===== config.mk =====
export PLATFORM = sky130hd
export DESIGN_NAME = tshb_out_stage
export DESIGN_NICKNAME = d
export VERILOG_FILES = /design/src/hw/rtl/tshb_pkg.sv /design/src/hw/rtl/tshb_out_stage.sv
export SDC_FILE = /design/constraint.sdc
export NUM_CORES = 1
export LEC_CHECK = 0
export BUFFER_PORTS_ARGS = -buffer_cell sky130_fd_sc_hd__buf_2
export CAP_MARGIN = 20
export CORE_MARGIN = 4
export CORE_UTILIZATION = 30
export CTS_CLUSTER_DIAMETER = 60
export CTS_CLUSTER_SIZE = 20
export DETAILED_ROUTE_END_ITERATION = 16
export SYNTH_ARGS = -nofsm -noshare
export SYNTH_HDL_FRONTEND = slang
export SYNTH_SLANG_ARGS = --single-unit

===== constraint.sdc =====
create_clock -name clk -period 3.8 [get_ports clk]
set_input_delay 0.76 -clock clk [delete_from_list [all_inputs] [get_ports clk]]
set_output_delay 0.76 -clock clk [all_outputs]
set_load 0.03 [all_outputs]

===== src/hw/rtl/tshb_pkg.sv =====
// Shared types and constants for the timestamped history buffer.
package tshb_pkg;

  localparam int DEF_BUFFERS      = 4;
  localparam int DEF_DEPTH        = 1024;
  localparam int DEF_PAYLOAD_BITS = 64;

  localparam int STAMP_W = 32;
  localparam int PAY_W   = 64;
  localparam int OP_W    = 2;
  localparam int SEL_W   = 2;

  typedef enum logic [OP_W-1:0] {
    OP_APPEND = 2'd0,
    OP_LOOKUP = 2'd1,
    OP_CLEAR  = 2'd2
  } op_t;

  typedef enum logic [3:0] {
    ST_IDLE,
    ST_DISPATCH,
    ST_APP_RD,
    ST_APP_CMP,
    ST_APP_WR,
    ST_LK_FRD,
    ST_LK_FCMP,
    ST_LK_BRD,
    ST_LK_BCMP,
    ST_LK_PRD,
    ST_LK_PCAP,
    ST_RESP
  } state_t;

  typedef struct packed {
    logic               ok;
    logic               not_ended;
    logic [PAY_W-1:0]   payload_out;
    logic [STAMP_W-1:0] last_stamp;
  } result_t;

endpackage


===== src/hw/rtl/tshb_out_stage.sv =====
// Output register between the sequencer and the result channel.
module tshb_out_stage
  import tshb_pkg::*;
(
  input  logic                clk,
  input  logic                rst_n,
  input  logic                res_valid,
  input  result_t             res,
  output logic                res_ready,
  output logic                out_valid,
  input  logic                out_stall,
  output logic                out_ok,
  output logic                out_not_ended,
  output logic [PAY_W-1:0]    out_payload_out,
  output logic [STAMP_W-1:0]  out_last_stamp
);

  logic    out_valid_r;
  result_t hold_r;

  assign res_ready = !out_valid_r || !out_stall;

  always_ff @(posedge clk) begin
    if (!rst_n) begin
      out_valid_r <= 1'b0;
    end else if (res_valid && res_ready) begin
      out_valid_r <= 1'b1;
    end else if (!out_stall) begin
      out_valid_r <= 1'b0;
    end
  end

  always_ff @(posedge clk) begin
    if (res_valid && res_ready) begin
      hold_r <= res;
    end
  end

  assign out_valid       = out_valid_r;
  assign out_ok          = hold_r.ok;
  assign out_not_ended   = hold_r.not_ended;
  assign out_payload_out = hold_r.payload_out;
  assign out_last_stamp  = hold_r.last_stamp;

endmodule


# Word level (Yosys, flattened, before mapping)
# Cells that the tools add are included.
# totals
output_inout_bits,100
in_bits,102
word_cells,12
regBits,99
# classes
n_reduce_logical,4
n_eq_ne,1
muxes,2
# op_table
cell,n
$logic_not A1 Y1,2
$mux W1,2
$ne A2 B1 Y1 const B,1
$logic_and A1 B1 Y1,1
$logic_or A1 B1 Y1,1

# Depth between registers and ports, before layout
# Gate-level depths: netlist of the first run.
# depth
ltp_word,4
depth_mapped,2

# Worst setup path after synthesis of the first run
# Ideal clock, no wire load.
# synth_path
kind,input to register
startpoint,in out_stall
endpoint,"reg hold_r, in the netlist out_last_stamp[0] (enable)"
setup_ns,0.467
path_slack_ns,0.002
arrival_ns,3.331
n_path_buf,0
t_required_ns,3.333
cell_stages,2
path_cell_list,nand2_1 -> and2_1
# synth_between
elab_chain_cells,3
# synth_rtl
item,line_no,text
start: declaration,tshb_out_stage.sv:11,"input logic out_stall,"
$logic_not A1 Y1,n/a,
$logic_or A1 B1 Y1,tshb_out_stage.sv:21,assign res_ready = !out_valid_r || !out_stall;
$logic_and A1 B1 Y1,tshb_out_stage.sv:34,if (res_valid && res_ready) begin
end signal: assignment,tshb_out_stage.sv:35,hold_r <= res;
end: declaration,tshb_out_stage.sv:19,result_t hold_r;
# Every way passes these cells.
# A chain may end at the register's enable or synchronous reset.

# Worst setup path in the final report of the first run
# layout_path
startpoint,in out_stall
endpoint,out res_ready
# layout_between
elab_chain_cells,2
# layout_rtl
item,line_no,text
$logic_not A1 Y1,n/a,
$logic_or A1 B1 Y1,tshb_out_stage.sv:21,
end: declaration,tshb_out_stage.sv:9,"output logic res_ready,"
# Every way passes these cells.

==> results of run 1 <==
==> final cells by class <==
class | instances | area share (%)
clock inverters | 7 | 2.08
well taps | 133 | 3.79
repair buffers | 202 | 23.3
flip-flops and latches | 99 | 67.4
multi-input cells | 4 | 0.541
clock buffers | 9 | 2.82
==> cells by family after synthesis <==
family / Yosys count / share of synthesized area [%]
and+or+nand+nor: 3 / 0.545
AOI/OAI and AO/OA: 1 / 0.168
DFF: 99 / 99.3
==> power by group through the flow <==
| stage | sequential, mW | clock, mW | combinational, mW |
|---|---|---|---|
| 6_report | 1.29 | 0.715 | 0.267 |
| 3_3_place_gp | 1.31 | 0 | 0.269 |
| 5_1_grt | 1.29 | 0.803 | 0.284 |
| 4_1_cts | 1.29 | 0.747 | 0.272 |
| 2_1_floorplan | 1.45 | 0 | 0.0208 |
| 3_5_place_dp | 1.32 | 0 | 0.272 |
==> worst min-delay path by stage <==
stage,from,endpoint,slack [ns],cells past startpoint
finish,out_valid$_SDFFE_PN0P_,out_valid$_SDFFE_PN0P_,0.54,2
global placement,out_valid$_SDFFE_PN0P_,out_valid$_SDFFE_PN0P_,0.51,2
CTS,res[36],out_payload_out[4]$_DFFE_PP_,0.54,1
floorplan,out_valid$_SDFFE_PN0P_,out_valid$_SDFFE_PN0P_,0.65,2
detailed placement,out_valid$_SDFFE_PN0P_,out_valid$_SDFFE_PN0P_,0.54,2
global route,res[97],out_ok$_DFFE_PP_,0.53,1
==> per-layer routing <==
metal	routed length, um	global-route usage (%)	vias up
li1	-	-	839
met1	2390	12.4	842
met2	3210	17.5	120
met3	972	6.96	18
met4	133	5.95	6
met5	40	0	-
==> registers in the layout (all words and copies together) (netlist names) <==
name             count
out_payload_out     64
out_valid            1
out_ok               1
out_not_ended        1
out_last_stamp      32
==> layout by cell type, fill, tap and decap left out <==
cell,instances
buf_2,201
edfxtp_1,98
clkbuf_8,9
clkinv_2,3
bufinv_16,2
nand2_1,1
and2_4,1
a21oi_1,1
nor2b_1,1
clkinvlp_4,1
inv_6,1
dfxtp_1,1
buf_12,1
==> stage by stage <==
step                      cells  worst slack, ns  hold WS [ns]  cell area (sq um)  utilization [%]
after CTS                   454             1.91         0.540               4390             45.2
final                       454             1.91         0.544               4390             45.2
after detailed placement    438             1.57         0.536               4180             43.0
after global placement      438             1.60         0.507               4180             43.0
after global routing        454             1.88         0.531               4390             45.2
after floorplan             103          0.00203         0.649               2980                -
==> critical path, stage by stage <==
cell and delay, ns:
buf_2 0.10, nand2_1 0.07, buf_2 0.20
==> results.json, run 1 <==
{
  "start_util_pct": 30.7,
  "cts_hold_buffers": 0,
  "die_w_um": 108,
  "start_kind": "input port",
  "crit_path_end_kind": "output port",
  "yosysTopAreaCellShare_pct": 98.6,
  "grt.total_usage_pct": 11.4,
  "outcome": "finished, final reports clean",
  "grt_pass1_wl_um": 9690,
  "tightest_slew_ns": 0.648,
  "layout.nets": 418,
  "crit_required_ns": 3.04,
  "path_class": "input port to output port",
  "power_mw": 2.27,
  "yosys_warnings": 0,
  "gp_congestion": 0.659,
  "regToRegSetupSlack_ns": 2.15,
  "power_density_nw_per_um2": 517,
  "skew_ns": 0.00530,
  "ys_seq_elements": 99,
  "drt-initial-drc-count": 72,
  "coreArea_sq_um": 9730,
  "rr_worst_depth": 3,
  "yosysTopAreaCell": "edfxtp_1",
  "drive_above_1_share_pct": 68.2,
  "p_sw_share_pct": 24.1,
  "synth_area_per_cell_sq_um": 29.0,
  "regArea_sq_um": 2960,
  "p_int_mw": 1.72,
  "max-slew-margin-rel_pct": 56.8,
  "numPortBuffers": 201,
  "setup_tns_ns": 0,
  "die-area_sq_um": 11600,
  "finalCritPeriodShare_pct": 49.7,
  "ys_seq_area_share_pct": 99.3,
  "clockRootBuffer": "clkbuf_8",
  "hold_violations": 0,
  "rr_endpoint": "out_payload_out[38]$_DFFE_PP_",
  "hold_path.class": "register to register",
  "min_period_ns": 1.89,
  "cts_buffer_depth": 2,
  "grt_pass1_vias": 1882,
  "rr_startpoint": "out_valid$_SDFFE_PN0P_",
  "clkPwrFrac_pct": 31.5,
  "synth_most_common_cell": "edfxtp_1",
  "synth_area_leaders": "edfxtp_1 (99%), dfxtp_1 (0.67%), and2_1 (0.21%)",
  "multi_input_area_sq_um": 23.8,
  "die_height_um": 108,
  "synth_edf_count": 98,
  "ant_nets": 0,
  "leakagePower_nw": 1.88,
  "routed_wl_um": 6750,
  "path_clk_slew_ns": 0.09,
  "antenna_cells": 0,
  "syn-cell-area_sq_um": 2980,
  "cts-resized-gates": 0,
  "max_freq_ghz": 0.530,
  "async_reset_ff_share_pct": 0,
  "ys.flop_type": "edfxtp_1",
  "worstSetupStartpoint": "out_stall",
  "cts_tree": "done",
  "slew_violations": 0,
  "worst_ir_drop_vdd_uv": 196,
  "pwr-share-seq_pct": 56.8,
  "vias": 1825,
  "synth.distinct_cells": 6,
  "rsz0062_at_grt": "no",
  "comb_power_share_pct": 11.8,
  "wl_per_cell_um": 14.9,
  "overflow": 0,
  "clkLatencyLatePin_ns": 0.35,
  "antenna_found_initial": 3,
  "timing.max_cap.violations": 0,
  "crit_arrival_ns": 1.13,
  "syn_inst": 103,
  "syn_nets": 205,
  "drc": 0,
  "power_switching_mw": 0.547,
  "io_pins": 202,
  "num-fill-cells": 900,
  "row_count": 36,
  "vias_per_cell": 4.02,
  "htreeDepth": 3,
  "cts_setup_buffers": 0,
  "setup_viol": 0,
  "clock_sinks": 99,
  "endpoint": "res_ready",
  "dr.pass1.iters": 4,
  "grt_max_degree": 51,
  "cts_buffers": 9,
  "area_growth_pct": 47.3,
  "crit_fanout": 2
}
No activity file was read; power rests on OpenSTA's default activity.
==> run 2: changes to the inputs <==
- clock period: 3.8 -> 1.5 ns (I/O delays scaled with it)
==> results.json, run 2 (synthesis gave the netlist of run 1 again) <==
{
  "cts_buffers": 9,
  "cts_hold_buffers": 0,
  "path_class": "register to output port",
  "cts_buffer_depth": 2,
  "vias_per_cell": 4.00,
  "cp_slowest_cell": "edfxtp_1",
  "hold_path.class": "input port to register",
  "cp_top_family": "flip-flops",
  "cp_slowest_stage_delay_ns": 0.41,
  "ant_nets": 0,
  "max_freq_ghz": 0.791,
  "hold_end": "out_payload_out[13]$_DFFE_PP_",
  "finalWorstSetupSlack_ns": 0.236,
  "min_period_ns": 1.26,
  "cts_setup_buffers": 0,
  "start_kind": "register",
  "htreeDepth": 3,
  "setup_viol": 0,
  "rr_endpoint": "out_payload_out[50]$_DFFE_PP_",
  "routedLengthMet1_um": 2520,
  "hold_start": "res[45]",
  "grt_pass1_wl_um": 9940,
  "drt-initial-drc-count": 64,
  "vias": 1821,
  "rr_startpoint": "out_valid$_SDFFE_PN0P_",
  "gp_congestion": 0.680,
  "grt.total_usage_pct": 11.9,
  "dr.pass1.iters": 4,
  "dr_wl_met3_um": 911,
  "min_path_cells": 1,
  "final_area_sq_um": 4420,
  "leakagePower_nw": 1.88,
  "area_growth_pct": 48.1,
  "critical_path.cell_chain": "buf_2",
  "overflow": 0,
  "layout.nets": 419,
  "row_count": 36,
  "finalCritPeriodShare_pct": 84.3,
  "crit_path_end_kind": "output port",
  "tightest_slew_ns": 0.267,
  "antenna_found_initial": 0,
  "cts-resized-gates": 0,
  "crit_arrival_ns": 0.96,
  "grt_max_degree": 51,
  "die_w_um": 108,
  "crit_fanout": 1,
  "wl_met2_um": 3250,
  "coreArea_sq_um": 9730,
  "worst_ir_drop_vdd_uv": 569,
  "power_density_nw_per_um2": 1300,
  "clock_sinks": 99,
  "start_util_pct": 30.7,
  "crit_required_ns": 1.20,
  "drive_above_1_share_pct": 68.0,
  "slew_violations": 0,
  "dpl_cell_area_sq_um": 4210,
  "io_pins": 202,
  "hold_violations": 0,
  "num-fill-cells": 897,
  "rsz0062_at_grt": "no",
  "pre_cts_ws_ns": 0.248,
  "outcome": "finished, final reports clean",
  "timing.max_cap.violations": 0,
  "mostFrequentLayoutCells": "buf_2 (201), edfxtp_1 (98), clkbuf_8 (9)",
  "die_height_um": 108,
  "max-slew-margin-rel_pct": 82.2,
  "grt_pass1_vias": 1919,
  "cts_tree": "done",
  "numPortBuffers": 201,
  "power_mw": 5.73,
  "antenna_cells": 0,
  "topRoutingLayerUsed": "met4",
  "die-area_sq_um": 11600,
  "rr_worst_depth": 3,
  "largest_reg_flops": 64,
  "routed_wl_um": 6840,
  "path_clk_slew_ns": 0.09,
  "wl_per_cell_um": 15.0,
  "critPathBufInv": 1,
  "clkLatencyLatePin_ns": 0.35,
  "skew_ns": 0.0127,
  "clockRootBuffer": "clkbuf_8",
  "regToRegSetupSlack_ns": 0.30,
  "drc": 0,
  "final_common_cell": "buf_2"
}
==> run 2: cell types whose count changed in the layout (fill, tap and decap cells not counted), sizes merged <==
cell	previous run	this run
buf	202	203
clkbuf	9	10
inv	1	0
==> run 2: stage by stage <==
| stage | cells | util, % | hold slack, ns | setup TNS, ns |
|---|---|---|---|---|
| 3_5_place_dp | 439 | 43.3 | 0.478 | 0 |
| 2_1_floorplan | 103 | - | 0.399 | -17.16 |
| 6_report | 455 | 45.4 | 0.114 | 0 |
| 3_3_place_gp | 439 | 43.3 | 0.476 | 0 |
| 5_1_grt | 455 | 45.4 | 0.0704 | 0 |
| 4_1_cts | 455 | 45.4 | 0.0811 | 0 |
==> run 2: power by group <==
group	switching [mW]	total [mW]	internal, mW	leakage [nW]
combinational	0.479	0.690	0.210	0.825
sequential	0.0383	3.27	3.23	0.957
clock	0.843	1.77	0.926	0.101
total	1.36	5.73	4.37	1.88
==> run 2: routing by layer <==
metal  global-route usage (%)  up-vias
met5                        0        -
met4                     7.30        0
met3                     6.60       10
met2                     17.8      121
met1                     13.2      847
li1                         -      843
==> run 2: worst max path at each step <==
stage	start	cells past startpoint	endpoint	slack [ns]
2_1_floorplan	out_valid$_SDFFE_PN0P_	2	out_last_stamp[0]$_DFFE_PP_	-0.18
3_3_place_gp	out_stall	4	out_payload_out[50]$_DFFE_PP_	0.27
3_5_place_dp	out_stall	4	out_payload_out[22]$_DFFE_PP_	0.25
4_1_cts	out_payload_out[63]$_DFFE_PP_	1	out_payload_out[63]	0.20
5_1_grt	out_payload_out[13]$_DFFE_PP_	1	out_payload_out[13]	0.17
6_report	out_payload_out[63]$_DFFE_PP_	1	out_payload_out[63]	0.24
==> run 2: area by class of cell <==
| type | count | area, sq um | area share, % |
|---|---|---|---|
| clock buffers | 10 | 128 | 2.89 |
| clock inverters | 6 | 80.1 | 1.81 |
| multi-input cells | 4 | 31.3 | 0.708 |
| flip-flops and latches | 99 | 2970 | 67.1 |
| well taps | 133 | 166 | 3.77 |
| repair buffers | 203 | 1050 | 23.7 |
